$ cat config.mk
export PLATFORM = sky130hd
export DESIGN_NAME = l1vl2_ram
export DESIGN_NICKNAME = d
export VERILOG_FILES = /design/src/design/l1vl2_ram.sv
export SDC_FILE = /design/constraint.sdc
export NUM_CORES = 1
export LEC_CHECK = 0
export BUFFER_PORTS_ARGS = -buffer_cell sky130_fd_sc_hd__clkbuf_2
export CORE_ASPECT_RATIO = 1.25
export CORE_MARGIN = 10
export CORE_UTILIZATION = 35
export CTS_BUF_LIST = sky130_fd_sc_hd__clkbuf_2 sky130_fd_sc_hd__clkbuf_4 sky130_fd_sc_hd__clkbuf_8
export DETAILED_ROUTE_END_ITERATION = 7
export SLEW_MARGIN = 30
export SYNTH_ARGS = -nofsm -noshare
export SYNTH_HDL_FRONTEND = slang
export SYNTH_SLANG_ARGS = --single-unit
$ cat constraint.sdc
create_clock -name clk -period 1.72 [get_ports clk]
set_clock_uncertainty 0.15 [all_clocks]
set_input_delay 0.086 -clock clk [delete_from_list [all_inputs] [get_ports clk]]
set_output_delay 0.086 -clock clk [all_outputs]
set_load 0.005 [all_outputs]
$ cat src/design/l1vl2_ram.sv
// Generic simple dual-port RAM with registered read.
`default_nettype none
module l1vl2_ram #(
	parameter int WIDTH = 8,
	parameter int DEPTH = 16
) (
	input  logic                                     clk,
	input  logic                                     we,
	input  logic [(DEPTH > 1 ? $clog2(DEPTH) : 1)-1:0] waddr,
	input  logic [WIDTH-1:0]                         wdata,
	input  logic                                     re,
	input  logic [(DEPTH > 1 ? $clog2(DEPTH) : 1)-1:0] raddr,
	output logic [WIDTH-1:0]                         rdata
);

	logic [WIDTH-1:0] mem_q [DEPTH];

	always_ff @(posedge clk) begin
		if (we) begin
			mem_q[waddr] <= wdata;
		end
		if (re) begin
			rdata <= mem_q[raddr];
		end
	end

endmodule
`default_nettype wire

==> impl_metrics.ini, run 1 <==
[route]
wl_per_cell_um = 22.3
drt_drc_violations_left = 0
vias_per_cell = 5.14
routed.top_layer = met4
m1WireLength_mm = 4.65
totalWireLength_mm = 10.9
via_count = 2501
drtAntennaViolNets = 0
drtPass1Iterations = 4
met3_length_um = 712
wl_met2_mm = 5.37
drt_first_iter_violations = 133

[place]
gp_congestion = 0.742
preCtsSetupSlack_ns = -0.134
placedCellCount = 450
io_buffers = 26
dp_hpwl_mm = 7.03
placed_area_mm2 = 0.00573

[synth]
syn_inst = 229
async_reset_ff_frac = 0
yosysMostFrequentCell = edfxtp_1
ys_seq_elements = 136
syn-cell-area_mm2 = 0.00523
synth_fp_nets = 248
yosysWarnings = 0
yosysSeqAreaShare = 0.781
synth_edf_count = 136
synth.avg_cell_area_um2 = 22.8
synthTopCellsByCount = edfxtp_1, mux4_2, a22oi_1, mux4_1, nor2_1
ys_top_cells_by_area = edfxtp_1, mux4_2, mux4_1
synth_area_leader_cell = edfxtp_1
synthDistinctLibCells = 18
synth_top_area_share = 0.781
synth_flop_cell = edfxtp_1

[setup_path]
cp.required_ns = 1.72
end_kind = flop
start_kind = flop
crit_type = reg -> reg
regToRegSetupSlack_ns = 0.07
worstPathMaxFanout = 1
cp.arrival_ns = 1.65

[power_and_ir_drop]
power_frac_seq = 0.597
switchingPower_mw = 1.28
pwr-share-comb = 0.060
ir_drop_mv = 0.445
power.density_mw_per_mm2 = 1020
fin_total_pwr_mw = 6.29
power.internal_mw = 5.01
p_clk_frac = 0.343
switching_share = 0.203
leakage_nw = 2.07

[global_routing]
antenna_found_initial = 0
grt_max_degree = 27
grtUsageTotal = 0.115
first_global_vias = 2739
grt_pass1_wl_mm = 16.7
grt_overflow = 0

[sta]
setup_ws_ns = 0.0714
slew-limit-headroom = 0.467
finalHoldViolCount = 0
tns_ns = 0
worst_slew_pin_slew_ns = 0.799
fmax_mhz = 607
finalSetupViolations = 0
drv_slew = 0
min_period_ns = 1.65
hold_slack_ns = 0.0752
rsz0062_at_grt = no
finalCritPeriodShare = 0.958

[cells_and_area]
postLayoutCellArea_mm2 = 0.00614
fillers = 1244
antennaDiodeCount = 0
final_core_utilization = 0.423
drive_above_1_share = 0.317
syn_to_final_growth_pct = 17.5
fin_cells = 487
nets = 319
seq_area_mm2 = 0.00408
multi_input_area_mm2 = 0.00108

[min_path]
hold_path_class = in -> reg

[cts]
h-tree-depth = 4
cts_tree = yes
cts-root-buf = clkbuf_8
clock_latency_ns = 0.42
cts_max_path_buffers = 2
numCtsBuffers = 17
clkTransAtPathRegs_ns = 0.07
clkSinkCount = 136

[floorplan]
io-pin-count = 27
die_w_um = 129
core_mm2 = 0.0145
rows = 49
start_util = 0.360
fp.dieArea_mm2 = 0.0203
die-height_um = 157

[flow_run]
maxCapViolCount = 0

[run_status]
status = finished clean
==> cell usage in the layout (no fill, tap or decap), drive strengths merged <==
cell type / n
dlygate4sd3: 9
nand2b: 2
and2: 1
mux4: 32
clkinv: 8
or3b: 1
nand3b: 2
nand3: 1
nor3: 4
nor2: 13
edfxtp: 136
bufinv: 1
nor2b: 1
and2b: 1
clkbuf: 45
buf: 27
a22oi: 16
nand2: 9
==> flip-flops by register name, indices dropped and copies added (netlist names) <==
name   count
mem_q    128
rdata      8
==> cell families (layout without fill, tap and decap cells) <==
family / Yosys count / count (layout) / share of synthesized area
flip-flops: 136 / 136 / 0.781
AND/OR/NAND/NOR: 35 / 35 / 0.0314
multiplexers: 32 / 32 / 0.148
AO/OA/AOI/OAI: 16 / 16 / 0.0230
buffers and inverters: 10 / 90 / 0.0165
==> routing by layer <==
layer  vias up  track usage
li1       1116            -
met1      1295        0.143
met2        78        0.182
met3        12       0.0362
met4         0       0.0461
met5         -            0
==> power by group through the flow <==
| stage | clock, mW | combinational [mW] | sequential [mW] |
|---|---|---|---|
| 2_1_floorplan | 0 | 0.189 | 3.82 |
| 6_report | 2.15 | 0.379 | 3.75 |
| 3_5_place_dp | 0 | 0.366 | 3.83 |
| 5_1_grt | 2.37 | 0.417 | 3.76 |
| 4_1_cts | 2.22 | 0.384 | 3.75 |
| 3_3_place_gp | 0 | 0.356 | 3.82 |
==> worst paths after layout <==
kind	startpoint	end	cells after the start
setup / recovery	mem_q[11][6]	rdata[6]	3
hold / removal	waddr[0]	mem_q[4][1]	3
setup reg to reg	mem_q[11][6]	rdata[6]	3
hold reg to reg	mem_q[7][3]	rdata[3]	3
==> critical path, cell delays in order (launching register included) <==
cell and delay (ns):
edfxtp_1 0.37, mux4_2 0.47, a22oi_1 0.24, nand2_1 0.15
==> area by class of cell <==
type | instances | share of cell area
clock buffer | 19 | 0.0405
clock inverter | 9 | 0.0102
sequential | 136 | 0.665
tap | 178 | 0.0363
timing repair buffer | 62 | 0.0729
multi-input combinational | 83 | 0.175
==> timing repair <==
item | in CTS | in global routing
setup buffers | 0 | 0
resized for setup | 0 | 3
endpoints found under the hold margin | 136 | 0
endpoints found under the setup margin | 0 | 3
hold buffers | 9 | 0
No activity file was read; power rests on OpenSTA's default activity.
==> run 2, diff against run 1 <==
- CORE_ASPECT_RATIO: 1.25 -> not set
==> run 2 against run 1 <==
Count of clock-buffer cells in the layout down 2. Combinational power shrank 1%. Worst hold slack worse by 0.00065 ns. Non-clock buffer count fell by 1. Via count grew 0.12%. Total power grew 9.0%. Critical endpoint is now rdata[5]. Highest routed layer unchanged.
==> impl_metrics.ini, run 2 (synthesis gave the netlist of run 1 again) <==
[run_status]
status = finished clean

[route]
drt_first_iter_violations = 266
totalWireLength_mm = 10.7
vias_per_cell = 5.06
drt_drc_violations_left = 0
drtAntennaViolNets = 0
wl_per_cell_um = 21.5
drtPass1Iterations = 4
via_count = 2504

[setup_path]
start_kind = flop
worstPathMaxFanout = 1
reg2reg_depth = 3
end_kind = flop
cp.arrival_ns = 1.68
cp.required_ns = 1.76
crit_type = reg -> reg

[sta]
finalCritPeriodShare = 0.955
finalSetupViolations = 0
min_period_ns = 1.64
drv_slew = 0
finalHoldViolCount = 0
slew-limit-headroom = 0.473
fmax_mhz = 609
rsz0062_at_grt = no
tns_ns = 0
worst_slew_pin_slew_ns = 0.787
setup_ws_ns = 0.0773

[cells_and_area]
top_register = mem_q
drive_above_1_share = 0.328
nets = 318
final_cell_mix = edfxtp_1, clkbuf_2, buf_4
syn_to_final_growth_pct = 19.4
postLayoutCellArea_mm2 = 0.00624
fin_cells = 495
largest_reg_flops = 128
final_common_cell = edfxtp_1
largestRegisters = mem_q (128), rdata (8)
fillers = 1231
antennaDiodeCount = 0

[cts]
clock_latency_ns = 0.44
h-tree-depth = 4
numCtsBuffers = 17
cts_max_path_buffers = 2
cts_tree = yes
clkTransAtPathRegs_ns = 0.08
clkSinkCount = 136
cts-root-buf = clkbuf_8

[min_path]
holdPathStages = 3
hold_path_class = in -> reg

[place]
placed_area_mm2 = 0.00573
preCtsSetupSlack_ns = -0.0841
placedCellCount = 455
dp_hpwl_mm = 6.92
io_buffers = 26
gp_congestion = 0.740

[flow_run]
maxCapViolCount = 0

[power_and_ir_drop]
power_frac_seq = 0.547
power.density_mw_per_mm2 = 1100
switching_share = 0.204
p_clk_frac = 0.398
switchingPower_mw = 1.40
fin_total_pwr_mw = 6.85
pwr-share-comb = 0.055
leakage_nw = 2.10
power.internal_mw = 5.45
ir_drop_mv = 0.734

[floorplan]
start_util = 0.358
die_w_um = 142
io-pin-count = 27
core_mm2 = 0.0146
die-height_um = 142
rows = 44
fp.dieArea_mm2 = 0.0202

[global_routing]
busiest_layer = met2
grt_pass1_wl_mm = 16.6
antenna_found_initial = 0
met3_usage = 0.0370
grt_use_met2 = 0.159
met1_usage = 0.158
first_global_vias = 2682
grt_overflow = 0
grtUsageTotal = 0.113
grt_max_degree = 32
## run 2: final cells by class
| class | instances | area [um^2] | area share |
|---|---|---|---|
| clock inverters | 14 | 183 | 0.0293 |
| flip-flops and latches | 136 | 4080 | 0.654 |
| well taps | 184 | 230 | 0.0369 |
| multi-input cells | 83 | 1070 | 0.172 |
| clock buffers | 17 | 234 | 0.0375 |
| repair buffers | 61 | 440 | 0.0705 |
## run 2: per-stage QoR
step,hold slack [ns],utilization
finish,0.0746,0.428
global route,0.0603,0.428
floorplan,0.0349,-
detailed placement,0.345,0.393
CTS,0.0551,0.427
global placement,0.348,0.393
## run 2: what timing repair did
| action | in CTS | in global routing |
|---|---|---|
| resized for setup | 0 | 2 |
| hold buffers | 9 | 0 |
| endpoints found under the hold margin | 136 | 0 |
| buffers inserted | 0 | 0 |
| endpoints found under the setup margin | 0 | 2 |
## run 2: path summary, 6_finish.rpt
check,startpoint,slack [ns],endpoint
worst max-delay path,mem_q[1][5],0.08,rdata[5]
worst min-delay path,waddr[1],0.07,mem_q[0][3]
worst max register to register,mem_q[1][5],0.08,rdata[5]
worst min register to register,mem_q[14][2],0.59,rdata[2]
## run 2: power by group through the flow
stage                     logic, mW  registers, mW  clock network [mW]
final                         0.375           3.75                2.73
after global routing          0.412           3.75                2.95
after CTS                     0.380           3.75                2.78
after detailed placement      0.363           3.82                   0
after global placement        0.357           3.82                   0
after floorplan               0.189           3.82                   0
## run 2: per-layer routing
layer  vias up  part of all wire
met1      1302              0.49
met5         -                 0
li1       1120                 -
met4         0             0.012
met3        15             0.051
met2        67              0.45
## run 2: worst max-delay path: stages (launching register included)
cell,delay [ns]
edfxtp_1,0.36
mux4_1,0.51
a22oi_1,0.27
nand2_1,0.11
==> run 3, diff against run 2 <==
- CORE_MARGIN: 10 -> 3
- GPL_ROUTABILITY_DRIVEN: not set -> 1
==> run 3 against run 2 <==
Via count is 2.5% higher. Critical endpoint is now rdata[2]. Design area rose by 3.0%. Clock power up 21%. Sequential share of layout area decreased by 1.9 points. Register-to-register slack worse by 0.04 ns. Final cell count grew 2.2%. Flip-flop and latch count unchanged. Sequential power about the same. Total power rose by 8.8%. Non-clock buffer count grew 10. Die area down 19%.
==> impl_metrics.ini, run 3 (synthesis gave the netlist of run 1 again) <==
[run_status]
status = finished clean

[cts]
numCtsBuffers = 17
cts_setup_buffers = 0
clkSinkCount = 136
clock_latency_ns = 0.42
clkTransAtPathRegs_ns = 0.07
cts-root-buf = clkbuf_8
h-tree-depth = 4
cts_max_path_buffers = 2
cts_tree = yes

[cells_and_area]
postLayoutCellArea_mm2 = 0.00643
seq_area_mm2 = 0.00408
antennaDiodeCount = 0
fin_cells = 506
largest_reg_flops = 128
drive_above_1_share = 0.360
largestRegisters = mem_q (128), rdata (8)
final_common_cell = edfxtp_1
final_core_utilization = 0.441
fillers = 1246
multi_input_area_mm2 = 0.00108
nets = 328
final_cell_mix = edfxtp_1, buf_4, clkbuf_2
syn_to_final_growth_pct = 23.0
top_register = mem_q

[sta]
hold_slack_ns = 0.0237
drv_slew = 0
worst_slew_pin_slew_ns = 0.476
finalSetupViolations = 0
fmax_mhz = 593
finalCritPeriodShare = 0.981
finalHoldViolCount = 0
rsz0062_at_grt = no
tns_ns = 0
min_period_ns = 1.69
slew-limit-headroom = 0.682

[flow_run]
maxCapViolCount = 0

[setup_path]
critical_path.max_stage_delay_ns = 0.50
worst_path_dominant_cell_family = multiplexers
end_kind = flop
cp.arrival_ns = 1.70
worstPathMaxFanout = 1
worst-path-buf-inv = 0
start_kind = flop
cp_cell_sequence = mux4_1 > a22oi_1 > nand2_1
cp_slowest_cell = mux4_1
cp.required_ns = 1.74
crit_type = reg -> reg

[place]
gp_congestion = 0.764
io_buffers = 26
dp_hpwl_mm = 7.07
placed_area_mm2 = 0.00582
placedCellCount = 466

[floorplan]
die-height_um = 128
fp.dieArea_mm2 = 0.0164
io-pin-count = 27
core_mm2 = 0.0146
die_w_um = 128
rows = 44
start_util = 0.358

[global_routing]
grt_pass1_wl_mm = 16.6
grt_overflow = 0
first_global_vias = 2754
grtUsageTotal = 0.141
grt_max_degree = 30
antenna_found_initial = 0

[power_and_ir_drop]
power.internal_mw = 6.06
pwr-share-comb = 0.053
switching_share = 0.186
switchingPower_mw = 1.39
power_frac_seq = 0.503
leakage_nw = 2.21
ir_drop_mv = 0.706
power.density_mw_per_mm2 = 1160
p_clk_frac = 0.444

[route]
drtAntennaViolNets = 0
wl_per_cell_um = 21.3
drtPass1Iterations = 4
drt_first_iter_violations = 146
via_count = 2567
drt_drc_violations_left = 0
totalWireLength_mm = 10.8
vias_per_cell = 5.07

[min_path]
hold_path_class = in -> reg
==> run 3: final cells by class <==
cell class	count	area share
flip-flops and latches	136	0.635
multi-input cells	83	0.168
clock buffers	17	0.0364
repair buffers	71	0.0817
well taps	184	0.0358
clock inverters	15	0.0434
==> run 3: power groups by stage <==
stage                     combinational, mW  sequential, mW  clock [mW]
after floorplan                       0.189            3.82           0
after global placement                0.373            3.82           0
after detailed placement              0.382            3.83           0
after CTS                             0.397            3.75        3.37
after global routing                  0.429            3.76        3.53
final                                 0.394            3.75        3.31
==> run 3: what timing repair did <==
action | CTS | global route
hold buffers | 8 | 0
gates resized for setup | 0 | 3
endpoints found under the setup margin | 0 | 3
endpoints found under the hold margin | 120 | 0
==> run 3: layer usage <==
metal	GRT usage	wire length [um]	up-vias
li1	-	-	1141
met1	0.199	4920	1327
met2	0.212	5080	93
met3	0.0429	709	6
met4	0.0412	80	0
met5	0	0	-
==> run 3: final timing paths <==
kind	startpoint	end	slack, ns	cells past startpoint
min reg2reg	mem_q[15][2]	rdata[2]	0.60	3
min	wdata[7]	mem_q[7][7]	0.02	1
max reg2reg	mem_q[1][2]	rdata[2]	0.03	3
max	mem_q[1][2]	rdata[2]	0.03	3
==> run 3: stage by stage <==
stage | total power, mW | setup WS [ns]
floorplan | 4.01 | 0.202
global route | 7.71 | 0.0107
global placement | 4.19 | -0.115
detailed placement | 4.21 | -0.120
CTS | 7.52 | 0.0372
finish | 7.45 | 0.0335
